**src/design/lss_pkg.sv**
```systemverilog
package lss_pkg;

   localparam int MAX_PAIRS       = 1024;
   localparam int SAMPLE_BITS     = 20;
   localparam int SLOPE_FRAC_BITS = 16;

   localparam int SKIP_W  = 10;
   localparam int SLOPE_W = 48;

   localparam int CNT_W  = $clog2(MAX_PAIRS + 1);
   localparam int SX_W   = SAMPLE_BITS + $clog2(MAX_PAIRS);
   localparam int SXX_W  = 2 * SAMPLE_BITS + $clog2(MAX_PAIRS);

   // product unit consumes one digit of the short operand per cycle, msb first
   localparam int DIG_BITS = 16;
   localparam int NDIG     = (SX_W + DIG_BITS - 1) / DIG_BITS;
   localparam int DIG_W    = (NDIG > 1) ? $clog2(NDIG) : 1;
   localparam int BEXT_W   = NDIG * DIG_BITS;
   localparam int ACC_W    = SXX_W + BEXT_W;

   // divider
   localparam int DVD_W    = ACC_W + SLOPE_FRAC_BITS;
   localparam int DIVCNT_W = $clog2(DVD_W);

   localparam logic [SLOPE_W-1:0] POS_LIM = {1'b0, {(SLOPE_W-1){1'b1}}};
   localparam logic [SLOPE_W-1:0] NEG_MAG = {1'b1, {(SLOPE_W-1){1'b0}}};

   // product codes
   localparam logic [1:0] OP_NSXY = 2'd0;
   localparam logic [1:0] OP_SXSY = 2'd1;
   localparam logic [1:0] OP_NSXX = 2'd2;
   localparam logic [1:0] OP_SXSX = 2'd3;

   typedef struct packed {
      logic signed [SAMPLE_BITS-1:0] x_sample;
      logic signed [SAMPLE_BITS-1:0] y_sample;
      logic                          last_sample;
   } req_type;

   typedef struct packed {
      logic signed [SLOPE_W-1:0] slope_value;
      logic                      degenerate;
   } rsp_type;

   typedef struct packed {
      logic       accept;
      logic       load;
      logic       step;
      logic       first;
      logic       store;
      logic       div_load;
      logic       div_step;
      logic       out_load;
      logic [1:0] op;
   } ctl_cmd_type;

   typedef struct packed {
      logic den_zero;
      logic out_free;
   } dp_status_type;

endpackage

```
**src/design/lss_ctrl.sv**
```systemverilog
module lss_ctrl (
   input  logic                  clock,
   input  logic                  reset,
   input  logic                  req_valid,
   input  logic                  req_last,
   output logic                  req_stall,
   input  lss_pkg::dp_status_type status,
   output lss_pkg::ctl_cmd_type   cmd
);
   import lss_pkg::*;

   localparam logic [2:0] ST_IDLE   = 3'd0;
   localparam logic [2:0] ST_LOAD   = 3'd1;
   localparam logic [2:0] ST_MUL    = 3'd2;
   localparam logic [2:0] ST_STORE  = 3'd3;
   localparam logic [2:0] ST_CHECK  = 3'd4;
   localparam logic [2:0] ST_DIV    = 3'd5;
   localparam logic [2:0] ST_RESULT = 3'd6;

   logic [2:0]          state_ff, state_in;
   logic [1:0]          op_ff, op_in;
   logic [DIG_W-1:0]    dig_ff, dig_in;
   logic [DIVCNT_W-1:0] div_cnt_ff, div_cnt_in;

   assign req_stall = (state_ff != ST_IDLE);

   always_comb begin
      state_in   = state_ff;
      op_in      = op_ff;
      dig_in     = dig_ff;
      div_cnt_in = div_cnt_ff;
      cmd        = '0;
      cmd.op     = op_ff;
      unique case (state_ff)
         ST_IDLE: begin
            cmd.accept = req_valid;
            if (req_valid && req_last) begin
               op_in    = OP_NSXY;
               state_in = ST_LOAD;
            end
         end
         ST_LOAD: begin
            cmd.load = 1'b1;
            dig_in   = DIG_W'(NDIG - 1);
            state_in = ST_MUL;
         end
         ST_MUL: begin
            cmd.step  = 1'b1;
            cmd.first = (dig_ff == DIG_W'(NDIG - 1));
            if (dig_ff == '0) begin
               state_in = ST_STORE;
            end else begin
               dig_in = dig_ff - 1'b1;
            end
         end
         ST_STORE: begin
            cmd.store = 1'b1;
            if (op_ff == OP_SXSX) begin
               state_in = ST_CHECK;
            end else begin
               op_in    = op_ff + 1'b1;
               state_in = ST_LOAD;
            end
         end
         ST_CHECK: begin
            if (status.den_zero) begin
               state_in = ST_RESULT;
            end else begin
               cmd.div_load = 1'b1;
               div_cnt_in   = DIVCNT_W'(DVD_W - 1);
               state_in     = ST_DIV;
            end
         end
         ST_DIV: begin
            cmd.div_step = 1'b1;
            if (div_cnt_ff == '0) begin
               state_in = ST_RESULT;
            end else begin
               div_cnt_in = div_cnt_ff - 1'b1;
            end
         end
         ST_RESULT: begin
            if (status.out_free) begin
               cmd.out_load = 1'b1;
               state_in     = ST_IDLE;
            end
         end
         default: begin
            state_in = ST_IDLE;
         end
      endcase
   end

   always_ff @(posedge clock) begin
      if (reset) begin
         state_ff   <= ST_IDLE;
         op_ff      <= OP_NSXY;
         dig_ff     <= '0;
         div_cnt_ff <= '0;
      end else begin
         state_ff   <= state_in;
         op_ff      <= op_in;
         dig_ff     <= dig_in;
         div_cnt_ff <= div_cnt_in;
      end
   end

endmodule

```
**config.mk**
```make
export PLATFORM = sky130hd
export DESIGN_NAME = lss_ctrl
export DESIGN_NICKNAME = d
export VERILOG_FILES = /design/src/design/lss_pkg.sv /design/src/design/lss_ctrl.sv
export SDC_FILE = /design/constraint.sdc
export NUM_CORES = 1
export LEC_CHECK = 0
export BUFFER_PORTS_ARGS = -buffer_cell sky130_fd_sc_hd__clkbuf_2
export CAP_MARGIN = 20
export CELL_PAD_IN_SITES_DETAIL_PLACEMENT = 1
export CELL_PAD_IN_SITES_GLOBAL_PLACEMENT = 1
export CORE_MARGIN = 5
export CORE_UTILIZATION = 30
export DETAILED_ROUTE_END_ITERATION = 8
export PLACE_DENSITY_LB_ADDON = 0.08
export SLEW_MARGIN = 40
export SYNTH_ARGS = -nofsm -noshare
export SYNTH_HDL_FRONTEND = slang
export SYNTH_SLANG_ARGS = --single-unit
export TNS_END_PERCENT = 10
```
**constraint.sdc**
```tcl
create_clock -name clock -period 4.4 [get_ports clock]
set_input_delay 1.32 -clock clock [delete_from_list [all_inputs] [get_ports clock]]
set_output_delay 1.32 -clock clock [all_outputs]
set_load 0.02 [all_outputs]
```
# [Word-level counts from Yosys, hierarchy flattened]
# Cells that the tools add are included.
[classes] n_addsub=3 eq_ne=14 mux=24 n_reduce_logical=10
[op_table] operator="$pmux 3 s7" n=1
[op_table] operator="$mux 3" n=5
[op_table] operator="$mux 7" n=2
[op_table] operator="$ne 2x2->1 const B" n=7
[op_table] operator="$pmux 7 s2" n=1
[op_table] operator="$eq 3x3->1 const B" n=3
[op_table] operator="$mux 1" n=9
[op_table] operator="$mux 2" n=4
[op_table] operator="$logic_not 7->1" n=1
[op_table] operator="$sub 7x1->7 const B" n=1
[op_table] operator="$eq 3x2->1 const B" n=2
[op_table] operator="$reduce_and 3->1" n=2
[op_table] operator="$reduce_bool 2->1" n=3
[op_table] operator="$pmux 2 s2" n=1
[op_table] operator="$reduce_and 4->1" n=1
[op_table] operator="$eq 3x1->1 const B" n=1
[op_table] operator="$logic_not 3->1" n=1
[op_table] operator="$reduce_bool 3->1" n=1
[op_table] operator="$add 2x1->2 const B" n=1
[op_table] operator="$eq 2x2->1 const B" n=1
[op_table] operator="$pmux 1 s2" n=1
[op_table] operator="$logic_and 1x1->1" n=1
[op_table] operator="$sub 1x1->1 const B" n=1
[word_totals] ff_bits=13 input_bits=6 out_inout_bits=11 elab_cells=55

# [Longest topological paths before layout]
[logic_depth] ltp_word=3 ltp_mapped=7 ltp_nobuf=6

# [Least setup slack after synthesis]
# OpenSTA, ideal clock, no wires.
[synth_path] path_kind="input to output" from="input port status[0] (netlist bit)" to="output port cmd[2] (netlist bit)" arrival_ps=1916 required_ps=3080 path_slack_ps=1164 path_stages=2 path_buffers=0 cell_sequence="nand2_1 > nor3b_1"
[synth_lines] item="start: declaration" line="lss_ctrl.sv:7" source="input lss_pkg::dp_status_type status,"
[synth_lines] item="end: declaration" line="lss_ctrl.sv:8" source="output lss_pkg::ctl_cmd_type cmd"

==> results by group <==
Clocking
  • Total CTS buffers: 3
  • PostCTS Resize Cnt: 0
  • Clock transition at path regs: roughly 0.090 ns
  • Hold-fix buffers, CTS: 0
  • Max Root-Sink Buffers: 2
  • Clock sink count: 13
  • H-tree depth: 1
  • Clock root cell: clkbuf_4
  • CTS tree: done
  • Setup Buffers After CTS: 0
  • Clk_lat worst skew: about 0.28 ns

Power
  • Pwr dens: between 600 and 700 nW/um^2
  • P_leak: a little under 0.4 nW
  • Worst vdd ir: 0.0002388 V

Timing
  • RSZ-0062 raised after global routing: false
  • Final setup vio count: 0
  • Crit share post-route: between 70% and 80%
  • Fmax: 301.7 MHz
  • Fin Hold WS: just under 0.5 ns
  • Tmin final: 3.314 ns
  • Fin. Hold Viols: 0
  • Tightest Pin Transition: just under 0.5 ns
  • Relative slew slack: between 60% and 70%
  • Fin Setup TNS: 0 ns
  • Setup ws final: 1.086 ns
  • Skew final: about 0.0021 ns
  • Final Slew Violations: 0

Setup path
  • Worst Reg2Reg Path Length in Cells: 5
  • Critical path fanouts, max: 7
  • Worst flop-to-flop path startpoint: state_ff[2]
  • CP endpoint kind: output port
  • Setup crit start: status[1]
  • WP data required: ~3.1 ns
  • FF-to-FF setup slack: 2.43 ns
  • Crit Path Class: input pin to output port
  • Reg2reg end: div_cnt_ff[5]
  • WP data arrival: 1.99 ns
  • Startpoint class of the critical path: input pin

Synth
  • Synth Area in Simple Gates: 24.76%
  • Avg Cell Area, Syn: approximately 7.7 sq um
  • Mux share of post-synthesis cell area: 0%
  • FF+latch count, synth: 13
  • Cell taking the most area after synthesis: dfxtp_1
  • Post-synthesis instance area: roughly 780 sq um
  • Synth warn: 0
  • Library cells used by synthesis: 36
  • Largest family of logic cells by synthesized area: compound AO/OA/AOI/OAI gates
  • Synth top area cells: dfxtp_1 (33%), o21ai_0 (5.8%), inv_1 (5.3%)
  • Synth Instances: slightly above 100
  • Adder-cell share of the synthesized area: under 10%
  • Net Count, Synth: 110
  • Synth Area in XOR/XNOR: 0%
  • Async SR Flop Fraction: 0%
  • Register area share after synthesis: between 30 and 40%
  • Synth top area share: 33.44%
  • Top_reg_cell synth: dfxtp_1
  • Post-synthesis compound-gate area fraction: a little over a quarter
  • Post-synth EDFFs: 0

Layout
  • Sequential cell area: between 200 and 300 sq um
  • Multi-input logic area: around 440 sq um
  • Antenna cells: 0
  • Area Overhead vs Synth: 14.31%
  • Fraction of layout cells with a size suffix above 1: 19.13%
  • Fillcell total: roughly 330
  • Nets@finish: 125

Floorplanning
  • Io pins: 17
  • Die ar.: about 3700 sq um
  • Initial core utilization: between 30% and 40%
  • Core Box Area: between 2000 and 2500 sq um
  • Site Rows: 18
  • Die X: 60.93 um
  • Die Ht: just over 60 um

Drt
  • Vias per Instance: roughly 5.3
  • DR iter-0 viols: 8
  • WL per Instance: about 15 um
  • # DRC: 0
  • Routed Antenna Nets: 0
  • Via count: 770
  • 1st-pass router iterations: 4
  • WL final: approximately 2100 um

Worst hold path
  • Min-Delay Path Depth: 1
  • Worst Hold Path EP: op_ff[0]
  • Min-delay src: op_ff[0]
  • Hold Crit Class: flop to flop

Placement
  • Hpwl dp: approximately 1600 um
  • Gpl congestion: 0.7187
  • DP Worst Slack: 1.088 ns
  • Port Buffer Count: 16

Global route
  • Largest net degree at the start of global routing: 12
  • Number of global-route vias before repair: roughly 750
  • Global route overflow: 0
  • GRT Total Usage: 13.18%
  • Global-route wire length before repair: around 3600 um
  • Initial antenna violation count: 0

Status
  • Status: finished clean

Flow run
  • Max_cap viols: 0
-- cell usage in the layout (no fill, tap or decap), drive strengths merged, types with 3 or more instances in the layout --
master / count
a21oi: 8
clkbuf: 20
dfxtp: 13
ha: 3
inv: 11
nand2: 4
nor2: 10
nor3: 6
o21ai: 9
-- where the power goes --
group          switching (mW)  internal (mW)
Clock                  0.0440         0.0352
Combinational           0.162          0.107
Sequential             0.0494          0.145
-- worst max-delay path by stage --
stage,end,slack (ns),depth (start not counted)
floorplan,cmd[2],1.16,2
global placement,cmd[4],1.10,4
detailed placement,cmd[4],1.09,4
CTS,cmd[4],1.09,4
global route,cmd[4],1.02,4
finish,cmd[4],1.09,4
-- registers in the layout, summed over array words and instances (netlist names) --
name,cells
dig_ff,1
div_cnt_ff,7
op_ff,2
state_ff,3
-- synth_stat cells, types with 2 or more instances --
master / count
nor2_1: 10
and2_1: 2
ha_1: 3
nor3_1: 6
or3_1: 2
o311a_1: 2
a21oi_1: 8
o22ai_1: 2
o21ai_0: 9
inv_1: 11
nor2b_1: 2
clkbuf_1: 3
o31ai_1: 2
nand2_1: 4
buf_2: 2
dfxtp_1: 13
-- through the flow --
stage | util, % | cell area [sq um] | power (mW) | instances
2_1_floorplan | - | 778.2 | 0.3930 | 101
3_3_place_gp | 34.85 | 863.3 | 0.4635 | 141
3_5_place_dp | 34.85 | 863.3 | 0.4667 | 141
4_1_cts | 35.91 | 889.6 | 0.5479 | 145
5_1_grt | 35.91 | 889.6 | 0.5867 | 145
6_report | 35.91 | 889.6 | 0.5425 | 145
-- layer usage --
metal / track usage [%] / part of all wire, % / wire (um)
met5: 0 / 0 / 0
met4: 2.786 / 0.85 / 18
met3: 4.468 / 3.9 / 83
met2: 20.15 / 44 / 927
met1: 18.00 / 51 / 1083
-- kinds of logic after synthesis --
kind of cell    Yosys count
flops                    13
simple gates             35
buf+inv                  17
fa+ha+maj                 3
compound gates           33
-- layout make-up --
class / count / share of cell area (%)
timing repair buffer: 16 / 9.001
clock buffer: 4 / 2.954
multi-input combinational: 71 / 49.93
sequential: 13 / 29.25
tap: 30 / 4.219
inverter: 11 / 4.641
-- critical path, cell delays in order --
cell and delay (ns):
clkbuf_2 0.10, inv_1 0.06, and3_1 0.29, clkbuf_2 0.22
Power figures use the tool's default switching activity.
